$ cat src/rtl/u8d_pkg.sv
package u8d_pkg;

    typedef enum logic [0:0] {
        OP_PUSH  = 1'b0,
        OP_FLUSH = 1'b1
    } t_opcode;

    typedef struct packed {
        t_opcode     opcode;
        logic [7:0]  data_byte;
    } t_in_req;

    typedef struct packed {
        logic [15:0] code_unit;
        logic        last;
    } t_out_req;

    // Code units owed for one request: up to two distinct units, the rest repeat unit1.
    typedef struct packed {
        logic [2:0]  count;
        logic [15:0] unit0;
        logic [15:0] unit1;
    } t_pack;

    localparam int unsigned CpWidth = 21;

    localparam logic [15:0] QMARK     = 16'h003F;
    localparam logic [15:0] REPL      = 16'hFFFD;
    localparam logic [15:0] HI_SURR   = 16'hD800;
    localparam logic [15:0] LO_SURR   = 16'hDC00;
    localparam logic [7:0]  CONT_MASK = 8'hC0;
    localparam logic [7:0]  CONT_TAG  = 8'h80;

endpackage

$ cat src/rtl/u8d_decode.sv
module u8d_decode
    import u8d_pkg::*;
(
    input  logic    i_clk,
    input  logic    i_rst_n,
    input  logic    i_accept,
    input  t_in_req i_req,
    output t_pack   o_pack
);

    logic [2:0]         r_remaining, n_remaining;
    logic [2:0]         r_held, n_held;
    logic [2:0]         r_length, n_length;
    logic [CpWidth-1:0] r_accum, n_accum;

    logic [7:0]         b;
    logic               is_cont;
    logic [2:0]         conts;
    logic [CpWidth-1:0] lead_bits;
    logic [CpWidth-1:0] cp;
    logic [CpWidth-1:0] v;
    logic               valid_seq;

    assign b       = i_req.data_byte;
    assign is_cont = (b & CONT_MASK) == CONT_TAG;
    assign cp      = {r_accum[CpWidth-7:0], b[5:0]};
    assign v       = cp - CpWidth'(21'h10000);

    always_comb begin
        casez (b[5:0])
            6'b0?????: conts = 3'd1;
            6'b10????: conts = 3'd2;
            6'b110???: conts = 3'd3;
            6'b1110??: conts = 3'd4;
            6'b11110?: conts = 3'd5;
            6'b111110: conts = 3'd6;
            default:   conts = 3'd7;
        endcase
    end

    always_comb begin
        case (conts)
            3'd1:    lead_bits = CpWidth'(b[4:0]);
            3'd2:    lead_bits = CpWidth'(b[3:0]);
            3'd3:    lead_bits = CpWidth'(b[2:0]);
            3'd4:    lead_bits = CpWidth'(b[1:0]);
            3'd5:    lead_bits = CpWidth'(b[0]);
            default: lead_bits = '0;
        endcase
    end

    always_comb begin
        case (r_length)
            3'd1:    valid_seq = cp >= CpWidth'(21'h80);
            3'd2:    valid_seq = (cp >= CpWidth'(21'h800))
                                 && ((cp < CpWidth'(21'hD800)) || (cp > CpWidth'(21'hDFFF)));
            3'd3:    valid_seq = (cp >= CpWidth'(21'h10000)) && (cp <= CpWidth'(21'h10FFFF));
            default: valid_seq = 1'b0;
        endcase
    end

    always_comb begin
        n_remaining = r_remaining;
        n_held      = r_held;
        n_length    = r_length;
        n_accum     = r_accum;
        o_pack      = '{count: 3'd0, unit0: QMARK, unit1: QMARK};
        unique case (i_req.opcode)
            OP_FLUSH: begin
                o_pack.count = r_held;
                n_remaining  = '0;
                n_held       = '0;
                n_length     = '0;
                n_accum      = '0;
            end
            OP_PUSH: begin
                if (r_remaining == 3'd0) begin
                    if (is_cont) begin
                        o_pack.count = 3'd1;
                    end else if (!b[7]) begin
                        o_pack.count = 3'd1;
                        o_pack.unit0 = {8'h00, b};
                    end else begin
                        // open a sequence
                        n_remaining = conts;
                        n_length    = conts;
                        n_held      = 3'd1;
                        n_accum     = lead_bits;
                    end
                end else if (!is_cont) begin
                    // drop the byte, mark every byte held
                    o_pack.count = r_held;
                    n_remaining  = '0;
                    n_held       = '0;
                    n_length     = '0;
                    n_accum      = '0;
                end else if (r_remaining != 3'd1) begin
                    n_accum     = cp;
                    n_held      = r_held + 3'd1;
                    n_remaining = r_remaining - 3'd1;
                end else begin
                    n_remaining = '0;
                    n_held      = '0;
                    n_length    = '0;
                    n_accum     = '0;
                    if (!valid_seq) begin
                        o_pack.count = 3'd1;
                        o_pack.unit0 = REPL;
                    end else if (cp >= CpWidth'(21'h10000)) begin
                        o_pack.count = 3'd2;
                        o_pack.unit0 = HI_SURR | {6'd0, v[19:10]};
                        o_pack.unit1 = LO_SURR | {6'd0, v[9:0]};
                    end else begin
                        o_pack.count = 3'd1;
                        o_pack.unit0 = cp[15:0];
                    end
                end
            end
        endcase
    end

    always_ff @(posedge i_clk) begin
        if (!i_rst_n) begin
            r_remaining <= '0;
            r_held      <= '0;
            r_length    <= '0;
            r_accum     <= '0;
        end else if (i_accept) begin
            r_remaining <= n_remaining;
            r_held      <= n_held;
            r_length    <= n_length;
            r_accum     <= n_accum;
        end
    end

endmodule

$ cat src/rtl/u8d_emit.sv
module u8d_emit
    import u8d_pkg::*;
(
    input  logic     i_clk,
    input  logic     i_rst_n,
    input  logic     i_load,
    input  t_pack    i_pack,
    input  logic     i_out_stall,
    output logic     o_free,
    output logic     o_out_valid,
    output t_out_req o_out_req
);

    logic [2:0]  r_count;
    logic [15:0] r_unit0;
    logic [15:0] r_unit1;
    logic        take;

    assign take                = (r_count != 3'd0) && !i_out_stall;
    assign o_free              = (r_count == 3'd0) || ((r_count == 3'd1) && !i_out_stall);
    assign o_out_valid         = r_count != 3'd0;
    assign o_out_req.code_unit = r_unit0;
    assign o_out_req.last      = r_count == 3'd1;

    always_ff @(posedge i_clk) begin
        if (!i_rst_n) begin
            r_count <= '0;
        end else if (i_load) begin
            r_count <= i_pack.count;
        end else if (take) begin
            r_count <= r_count - 3'd1;
        end
    end

    // advance: unit1 repeats once the distinct units are gone
    always_ff @(posedge i_clk) begin
        if (i_load) begin
            r_unit0 <= i_pack.unit0;
            r_unit1 <= i_pack.unit1;
        end else if (take) begin
            r_unit0 <= r_unit1;
        end
    end

endmodule

$ cat src/rtl/utf8_to_utf16_stream_decoder.sv
// UTF-8 byte stream to UTF-16 code unit decoder.
// Input channel: i_in_valid / o_in_stall carry one request per unstalled cycle,
// either a data byte to push or a flush of the pending partial sequence.
// Output channel: o_out_valid / i_out_stall carry one code unit per unstalled
// cycle; last marks the final unit caused by a request. Requests that only open
// or extend a sequence produce no output.
// Latency: the first unit of a request is valid the cycle after it is accepted.
// Throughput: one request per unstalled cycle if each yields at most one unit.
// A request yielding N units (surrogate pair, or up to seven '?' marks from a
// broken sequence or a flush) stalls the input after it is accepted until the
// single output register hands out its last unit, one unit per unstalled cycle.
// Reset (synchronous, active low) returns the decoder to idle with no pending
// sequence and empties the output register.
// When the receiver stalls, the current unit holds; the input stalls as soon
// as the output register cannot take the next request's units.
module utf8_to_utf16_stream_decoder
    import u8d_pkg::*;
(
    input  logic     i_clk,
    input  logic     i_rst_n,
    input  logic     i_in_valid,
    output logic     o_in_stall,
    input  t_in_req  i_in_req,
    output logic     o_out_valid,
    input  logic     i_out_stall,
    output t_out_req o_out_req
);

    logic  free;
    logic  accept;
    t_pack pack;

    assign o_in_stall = !free;
    assign accept     = i_in_valid && free;

    u8d_decode u_decode (
        .i_clk    (i_clk),
        .i_rst_n  (i_rst_n),
        .i_accept (accept),
        .i_req    (i_in_req),
        .o_pack   (pack)
    );

    u8d_emit u_emit (
        .i_clk       (i_clk),
        .i_rst_n     (i_rst_n),
        .i_load      (accept),
        .i_pack      (pack),
        .i_out_stall (i_out_stall),
        .o_free      (free),
        .o_out_valid (o_out_valid),
        .o_out_req   (o_out_req)
    );

endmodule
$ cat config.mk
export PLATFORM = sky130hd
export DESIGN_NAME = utf8_to_utf16_stream_decoder
export DESIGN_NICKNAME = d
export VERILOG_FILES = /design/src/rtl/u8d_pkg.sv /design/src/rtl/u8d_decode.sv /design/src/rtl/u8d_emit.sv /design/src/rtl/utf8_to_utf16_stream_decoder.sv
export SDC_FILE = /design/constraint.sdc
export NUM_CORES = 1
export LEC_CHECK = 0
export BUFFER_PORTS_ARGS = -buffer_cell sky130_fd_sc_hd__clkbuf_2
export CORE_MARGIN = 1
export CORE_UTILIZATION = 40
export CTS_CLUSTER_DIAMETER = 120
export CTS_CLUSTER_SIZE = 14
export DETAILED_ROUTE_END_ITERATION = 16
export PLACE_DENSITY_LB_ADDON = 0.15
export SLEW_MARGIN = 40
export SYNTH_ARGS = -nofsm -noshare
export SYNTH_HDL_FRONTEND = slang
export SYNTH_SLANG_ARGS = --single-unit
$ cat constraint.sdc
create_clock -name i_clk -period 3.51 [get_ports i_clk]
set_input_delay 0.702 -clock i_clk [delete_from_list [all_inputs] [get_ports i_clk]]
set_output_delay 0.702 -clock i_clk [all_outputs]
set_load 0.05 [all_outputs]
==> run summary <==
relative slew slack: 51.49%
critical path endpoint category: register
Final Max Slew Viols: 0
Placed Instance Area: 0.003216 sq mm
Yosys Warn Count: 0
CTS clk-pin slew, worst paths: 0.10 ns
worst-case clock buffer depth: 2
Hold Path Depth: 2
Die W: 87.92 um
Die ar.: 0.007730 sq mm
Hold Path End: u_decode.r_held[1]$_SDFFE_PN0P_
CTS Root Cell: clkbuf_8
I/O Pins: 32
largest net degree at the start of global routing: 24
Worst Max-Slew Pin Slew: 0.7249 ns
most frequent cells in the layout: nand2_1 (41), clkbuf_2 (31), a21oi_1 (30)
Async SR Flop Fraction: 0%
Layout area overhead: 12.71%
Site Rows: 30
FF-to-FF Start: u_decode.r_accum[12]$_SDFFE_PN0P_
vias post-DR: 2527
PostCTS Resize Cnt: 0
DRC Markers: 0
Worst Path Max Fanout: 15
CTS H-Tree Depth: 2
Final Hold Violating Endpoints: 0
CTS tree: done
syn avg cell area: 9.058 sq um
Placed Cells: 447
Peak supply drop: 0.2914 mV
Filler cells: 681
clk_skew: 0.009784 ns
reg2reg end: u_emit.r_unit0[15]$_DFFE_PP_
outcome: finished, final reports clean
final worst-path setup slack: 0.6803 ns
first-pass GRT wire length: 11660 um
syn_nets: 348
ANT nets after route: 0
Seq/Total Area, Yosys: 45.76%
worst-skew pair later-pin latency: 0.32 ns
Layout Cells excl Fill: 455
routed vias/inst: 5.554
Final setup viols: 0
RePlAce Congestion: 0.8317
Synth Instances: 326
Setup Fix Bufs, Post-CTS: 0
maximum clock frequency: 0.3534 GHz
ANT cells: 0
core area: 0.006944 sq mm
Die Y: 87.92 um
Global Route Usage Sum: 19.92%
worst r2r path cells: 7
CTS Buf Count: 5
final net count: 380
port buffer count: 31
unrepaired setup endpoints after global routing: no
post-route cell area: 0.003328 sq mm
total gr overflow: 0
most common cell after layout, fill and taps aside: nand2_1
total power: 2.452 mW
DR WL/cell: 15.65 um
clk sinks: 54
HP Class: register to register
cell leakage power: 1.231 nW
Crit Path Class: input pin to register
Post-CTS Hold Fix Bufs: 0
vias in the first global route: 2256
Post-Syn Area: 0.002953 sq mm
ys flop type: edfxtp_1
min Tclk post-route: 2.830 ns
Netlist cell types: 52
PD cells: 736.7 mW/mm^2
setup TNS: 0 ns
number of DRC markers in iteration 0: 139
Post-synth EDFFs: 27
period utilisation layout: 80.62%
max cap viols: 0
Worst Hold Launch: u_decode.r_held[1]$_SDFFE_PN0P_
HPWL Detailed: 5218 um
initial antenna violation count: 0
WL final: 7119 um
startpoint types: input pin
router iterations before antenna repair: 4
Post-Place Setup Slack: 0.4237 ns
Reg2Reg Setup Slack: 0.83 ns
Initial Util: 42.52%
critical path required time: 3.67 ns
Worst Path Arrival: 2.99 ns
layout cells sized above 1: 15.60%
Yosys reg bits: 54
[routing by layer]
metal,track usage (%),vias to the layer above,routed length (um)
met4,5.514,0,84
li1,-,1256,-
met5,0,-,0
met1,29.28,1174,3529
met2,29.88,86,3099
met3,3.582,11,406
[through the flow]
step | hold WS [ns] | util, %
3_3_place_gp | 0.4851 | 46.31
5_1_grt | 0.5482 | 47.93
6_report | 0.5107 | 47.93
3_5_place_dp | 0.4941 | 46.31
2_1_floorplan | 0.4534 | -
4_1_cts | 0.5083 | 47.93
[area by class of cell]
cell class	instances	area, sq um	share of cell area [%]
sequential	54	1351	40.60
multi-input combinational	241	1458	43.80
inverter	15	56.30	1.692
clock buffer	5	68.82	2.068
clock inverter	3	43.79	1.316
tap	96	120.1	3.609
timing repair buffer	41	230.2	6.917
[cell families after synthesis]
family	after synthesis	synth area share [%]
XOR/XNOR	2	0.5933
adder cells (fa/ha/maj)	9	3.814
AND/OR/NAND/NOR	127	21.44
AO/OA/AOI/OAI	94	20.30
multiplexers	9	3.093
flip-flops	54	45.76
buffers and inverters	31	5.000
[state kept, by name, indices dropped and copies added, names as in the netlist]
signal	flops
u_decode.r_accum	15
u_emit.r_unit0	16
u_decode.r_remaining	3
u_decode.r_length	3
u_emit.r_count	3
u_decode.r_held	3
u_emit.r_unit1	11
[worst max path at each step]
stage	startpoint	cells past startpoint	endpoint	slack, ns
floorplan	u_emit.r_count[0]$_SDFFE_PN0P_	8	u_emit.r_count[0]$_SDFFE_PN0P_	0.64
global placement	i_in_req[3]	9	u_emit.r_unit0[2]$_DFFE_PP_	0.49
detailed placement	i_in_req[4]	9	u_emit.r_unit0[15]$_DFFE_PP_	0.42
CTS	i_in_req[4]	9	u_emit.r_unit0[15]$_DFFE_PP_	0.74
global route	i_in_req[3]	9	u_emit.r_unit0[15]$_DFFE_PP_	0.54
finish	i_in_req[4]	9	u_emit.r_unit0[15]$_DFFE_PP_	0.68
[cells in the mapped netlist (all sizes together), types with 5 or more instances]
cell | n | area share (%)
a21oi | 31 | 5.3
dfxtp | 27 | 18
nand2b | 7 | 1.6
nand2 | 41 | 5.2
nor3 | 6 | 1.0
or3 | 7 | 1.5
mux2i | 8 | 2.7
inv | 14 | 1.8
nand3 | 10 | 1.7
and3 | 8 | 1.7
a31oi | 14 | 3.0
o21ai | 19 | 3.2
buf | 7 | 1.9
clkbuf | 9 | 1.1
ha | 9 | 3.8
edfxtp | 27 | 27
o211ai | 5 | 1.4
nor2 | 27 | 3.4
[power by group]
part / internal, mW / total, mW / switching [mW]
clock: 0.214 / 0.429 / 0.215
sequential: 0.839 / 0.894 / 0.0551
combinational: 0.306 / 1.13 / 0.823
total: 1.36 / 2.45 / 1.09
[worst max-delay path, cell delays in order]
cell	delay (ns)
clkbuf_2	0.16
nand3_1	0.19
nor4_1	0.32
buf_4	0.17
mux2i_1	0.24
a21oi_1	0.12
or3_1	0.61
buf_4	0.29
a31oi_1	0.17
Note: power is estimated with default switching activity, not from simulation.
